File: config.mk
export PLATFORM = sky130hd
export DESIGN_NAME = pbs_front
export DESIGN_NICKNAME = d
export VERILOG_FILES = /design/src/rtl/pbs_pkg.sv /design/src/rtl/pbs_front.sv
export SDC_FILE = /design/constraint.sdc
export NUM_CORES = 2
export LEC_CHECK = 0
export ABC_CLOCK_PERIOD_IN_PS = 10050
export BUFFER_PORTS_ARGS = -buffer_cell sky130_fd_sc_hd__buf_2
export CORE_UTILIZATION = 47
export CTS_BUF_LIST = sky130_fd_sc_hd__clkbuf_4
export CTS_CLUSTER_SIZE = 14
export DETAILED_ROUTE_END_ITERATION = 6
export GPL_TIMING_DRIVEN = 0
export MAX_ROUTING_LAYER = met4
export PLACE_DENSITY = 0.68
export SYNTH_ARGS = -nofsm -noshare
export SYNTH_HDL_FRONTEND = slang
export SYNTH_SLANG_ARGS = --single-unit
File: constraint.sdc
create_clock -name clock -period 10.05 [get_ports clock]
set_clock_uncertainty 0.15 [all_clocks]
set_input_delay 2.01 -clock clock [delete_from_list [all_inputs] [get_ports clock]]
set_output_delay 2.01 -clock clock [all_outputs]
set_load 0.005 [all_outputs]
File: src/rtl/pbs_pkg.sv
// shared types and constants of the pixel stack bias statistics block
`timescale 1ns / 1ps
`default_nettype none
package pbs_pkg;
   localparam int PIXELS      = 4096;
   localparam int PIX_W       = $clog2(PIXELS);
   localparam int MAX_FRAMES  = 1024;
   localparam int CNT_W       = 11;
   localparam int SMP_W       = 24;
   localparam int SQR_W       = 48;
   localparam int SUM_W       = 34;
   localparam int SSQ_W       = 58;
   localparam int ENT_W       = SUM_W + SSQ_W + CNT_W;
   localparam int FILL_W      = 16;
   localparam int FRAC_W      = 8;
   localparam int DVS_W       = 20;
   localparam int DIV_W       = 69;
   localparam int ISQ_W       = 64;
   localparam int DIV_STEPS   = DIV_W;
   localparam int SQRT_STEPS  = ISQ_W / 2;
   localparam int MUL_STEPS   = SUM_W;
   localparam int STEP_W      = 7;
   localparam int QUEUE_DEPTH = 2;
   localparam int QPTR_W      = 1;
   localparam int QCNT_W      = 2;
   localparam int CSR_AW      = 3;
   localparam int CSR_DW      = 32;

   localparam logic ACT_ACCUMULATE = 1'b0;
   localparam logic ACT_READOUT    = 1'b1;
   localparam logic CSR_IDX_FILL   = 1'b0;

   typedef struct packed {
      logic                    action;
      logic [PIX_W-1:0]        pixel;
      logic signed [SMP_W-1:0] sample;
      logic [SQR_W-1:0]        square;
   } item_type;

   typedef struct packed {
      logic clearing;
   } back_status_type;
endpackage
`default_nettype wire

File: src/rtl/pbs_front.sv
// front end: accepts transactions, drops fill samples, squares, queues
`timescale 1ns / 1ps
`default_nettype none
module pbs_front (
   input  wire logic                            clock,
   input  wire logic                            reset,
   input  wire logic                            req_valid,
   output logic                                 req_ready,
   input  wire logic                            req_action,
   input  wire logic [pbs_pkg::PIX_W-1:0]       req_pixel_index,
   input  wire logic signed [pbs_pkg::SMP_W-1:0] req_sample_value,
   input  wire logic signed [pbs_pkg::FILL_W-1:0] fill_value,
   input  wire pbs_pkg::back_status_type        status,
   input  wire logic                            pop,
   output pbs_pkg::item_type                    head,
   output logic                                 head_valid
);
   import pbs_pkg::*;

   item_type                 q_ff [QUEUE_DEPTH];
   logic [QPTR_W-1:0]        wr_ptr_ff, wr_ptr_in, rd_ptr_ff, rd_ptr_in;
   logic [QCNT_W-1:0]        cnt_ff, cnt_in;
   logic signed [FILL_W-1:0] int_part;
   logic signed [SQR_W-1:0]  sq_full;
   logic                     drop, push, do_pop;
   item_type                 entry;

   // integer part truncated toward zero
   assign int_part = req_sample_value[SMP_W-1 -: FILL_W]
                   + FILL_W'(req_sample_value[SMP_W-1] && (|req_sample_value[FRAC_W-1:0]));
   assign drop = (req_action == ACT_ACCUMULATE) && (int_part == fill_value);
   assign sq_full = req_sample_value * req_sample_value;

   assign req_ready  = (cnt_ff != QCNT_W'(QUEUE_DEPTH)) && !status.clearing;
   assign push       = req_valid && req_ready && !drop;
   assign head_valid = (cnt_ff != '0);
   assign head       = q_ff[rd_ptr_ff];
   assign do_pop     = pop && head_valid;

   always_comb begin
      entry.action = req_action;
      entry.pixel  = req_pixel_index;
      entry.sample = req_sample_value;
      entry.square = sq_full;
      wr_ptr_in = push ? wr_ptr_ff + 1'b1 : wr_ptr_ff;
      rd_ptr_in = do_pop ? rd_ptr_ff + 1'b1 : rd_ptr_ff;
      cnt_in    = cnt_ff + QCNT_W'(push) - QCNT_W'(do_pop);
   end

   always_ff @(posedge clock) begin
      if (reset) begin
         wr_ptr_ff <= '0;
         rd_ptr_ff <= '0;
         cnt_ff    <= '0;
      end else begin
         wr_ptr_ff <= wr_ptr_in;
         rd_ptr_ff <= rd_ptr_in;
         cnt_ff    <= cnt_in;
      end
      if (push) begin
         q_ff[wr_ptr_ff] <= entry;
      end
   end
endmodule
`default_nettype wire

==> results.toml <==
[sta]
timing.final.crit_share_pct = 98.3
fmax_mhz = 101
slew-limit-headroom_pct = 23.1
final-setup-viol-count = 0
slew_violations = 0
worst-slew-pin-transition_ns = 1.15
timing_hold_violations_final = 0
grt_setup_unrepaired = "no"
finalWorstPathRequiredPeriod_ns = 9.88

[floorplanning]
y_dimension_of_the_die_um = 236
die_x_um = 236
floorplan.core_area_um2 = 54000
initial_utilization_pct = 47.8
num_rows = 85
floorplan.die_area_um2 = 55900
io-pin-count = 145

[worst_setup_path]
worstSetupPathType = "primary input to flop"
timing.critical_path.slowest_stage_cell = "clkbuf_1"
critical-path-max-stage-delay_ns = 0.75
timing.critical_path.required_ns = 10.36
worst_setup_path_start_kind = "primary input"
arrival_ns = 10.19
critical_path.top_delay_family = "adder cells"
timing.critical_path.fanout_max = 10
cell_occurring_most_often_along_the_worst_timing_path = "fa_1"
crit_path_end_kind = "flop"
cp_cell_sequence = "buf_2 -> buf_2 -> clkbuf_1 -> and2_1 -> fa_1 -> inv_1 -> fa_1 -> fa_1 -> inv_1 -> fa_1 -> inv_1 -> fa_1 -> fa_1 -> fa_1 -> inv_1 -> ha_1 -> and3_1 -> a31o_2 -> a311oi_2 -> a31oi_1 -> a211o_1 -> o21ai_2 -> nor4bb_1 -> nor3_1"
r2r_end = "q_ff[1][17]"
worst-r2r-cell-count = 6
critPathBufInv = 7
worst-r2r-setup-slack_ns = 7.30
worst_r2r_startpoint = "cnt_ff[0]"

[cts]
path_clk_slew_ns = 0.18
cts_tree = "built"
worst_skew_pair_later_pin_latency_ns = 0.71
clk_root_buffer_cell = "clkbuf_4"
post_cts_buffers = 0
cts.htree.levels = 4
tritoncts.num_buffers = 17
cts-root-to-sink-buffers = 2
numClockSinks = 171

[global_routing]
first_global_vias = 19300
globalRoute.totalOverflow = 0
grtUsageTotal_pct = 27.8
grt_start_max_net_pins = 33
antenna_violations_before_repair = 5
grt_first_pass_wirelength_um = 111000

[routing]
detail_route.iter0.violations = 1016
via_count = 17200
avgRoutedWirePerCell_um = 21.7
antenna_left = 0
drc = 0
firstDrtPassIters = 6
avgViaCountPerCell = 5.26
drt_wl_total_um = 71000

[final_layout]
multi_input_comb_area_um2 = 18000
leading_cell_types_in_the_layout_fill_and_taps_excluded = "inv_1 (665), fa_1 (556), nand2_1 (198)"
n_fill_cell = 4872
register_area_um2 = 5080
design.final.nets = 3321
final_design_area_no_fill_um2 = 27900
area.growth.synth_to_final_pct = 8.22
ratio_of_cells_with_drive_above_1_in_the_final_layout_pct = 11.9
layout_commonest_cell = "inv_1"

[synthesis]
synth_enable_flop_cells = 166
synth_top_flop_cell = "edfxtp_1"
synth.distinct_cells = 61
synth.net_count = 3162
synthCells = 2396
syn_avg_cell_area_um2 = 10.8
synth.yosys.seq_area_share_pct = 19.7
ys_async_sr_fraction_pct = 0
synthesis.area_um2 = 25800
yosys_warnings = 0
ys_ff_latch = 171

[placement]
placement.io_buffers = 143
gpl.final_weighted_congestion = 0.968
detailedPlacementHpwl_um = 58800
dpl_cell_area_um2 = 27500

[worst_hold_path]
worst_hold_startpoint = "rd_ptr_ff"
hold_class = "flop to flop"
hold_depth = 2

[status]
run_status = "finished clean"

[job]
cap_violations = 0
[per-stage QoR]
step           setup TNS, ns  std cells  worst slack, ns  hold slack [ns]  util [%]
3_5_place_dp          -64.04       3241            -2.00            0.357      51.0
2_1_floorplan              0       2396             1.01            0.331         -
4_1_cts                    0       3269           0.0860            0.404      51.7
5_1_grt                    0       3268           0.0140            0.438      51.7
3_3_place_gp         -474.60       3235            -2.50            0.350      50.7
6_report                   0       3269            0.167            0.404      51.7
[layer usage]
metal  track usage, %  share of wire, %  vias up  wire [um]
li1                 -                 -     7526          -
met2             46.3                50      602      35300
met5                -                 0        -          0
met4             10.1               3.6        0       2580
met3             4.21               5.6      152       3980
met1             34.3                41     8900      29200
[tightest hold or removal path, stage by stage, from the launching register on]
cell and delay, ns:
dfxtp_1 0.37, xnor2_1 0.09, nor2_1 0.08
[state kept, by name (all words and copies together) (netlist names), named ones only]
signal     count
cnt_ff         2
rd_ptr_ff      1
wr_ptr_ff      1
q_ff         166
[synthesized netlist by cell type, drive strengths merged, types with 3 or more instances]
cell type    n  area [um^2]
nor2        44          165
a31oi        8         50.1
and3         8         50.1
fa         556        11100
inv        665         2500
a31o         3         26.3
o211ai       7         52.6
clkbuf      73          274
a211oi       4         30.0
mux2        84          946
a21boi       5         37.5
o21ai       30          150
buf         11         57.6
edfxtp     166         4980
nor3        10         50.1
a311oi       3         26.3
nand2      198          743
ha         152         1900
mux2i        3         30.0
nand4        8         50.1
nor2b       22          138
and2       102          638
nor4         7         50.1
a21o        24          180
dfxtp        5          100
nand2b      14         87.6
xnor2       60          526
xor2        29          254
a221oi       3         26.3
a21oi       47          235
nand3       16         85.1
[timing repair]
action | CTS | global route
pin swaps | 0 | 0
endpoints found under the setup margin | 40 | 16
hold buffers | 0 | 0
gates resized for setup | 13 | 20
gates cloned | 0 | 0
[worst max-delay path by stage]
stage	from	endpoint	slack, ns	depth (start not counted)
2_1_floorplan	req_sample_value[20]	q_ff[0][47]	1.01	26
3_3_place_gp	req_sample_value[23]	q_ff[0][23]	-2.50	11
3_5_place_dp	req_sample_value[20]	q_ff[0][46]	-2.00	27
4_1_cts	req_sample_value[14]	q_ff[1][47]	0.09	23
5_1_grt	req_sample_value[18]	q_ff[0][46]	0.01	26
6_report	req_sample_value[18]	q_ff[1][47]	0.17	24
[cells by family after synthesis]
kind of cell	after synthesis	share of synthesized area, %
buffers and inverters	749	10.9
adders and majority gates	708	50.5
and+or+nand+nor	439	8.28
DFF	171	19.7
AOI/OAI and AO/OA	152	3.80
xor gates and xnor gates	89	3.02
muxes	87	3.78
other	1	0.0145
[area by class of cell]
cell class / count / area share, %
antenna: 5 / 0.0448
buffer: 75 / 1.14
clock buffer: 17 / 0.457
clock inverter: 15 / 0.824
inverter: 665 / 8.93
multi-input combinational: 1476 / 64.3
sequential: 171 / 18.2
tap: 696 / 3.12
timing repair buffer: 149 / 2.99
Power is left out: the tool's default activity adds up to more than one toggle a clock period on the data nets, which glitch-free logic cannot reach.
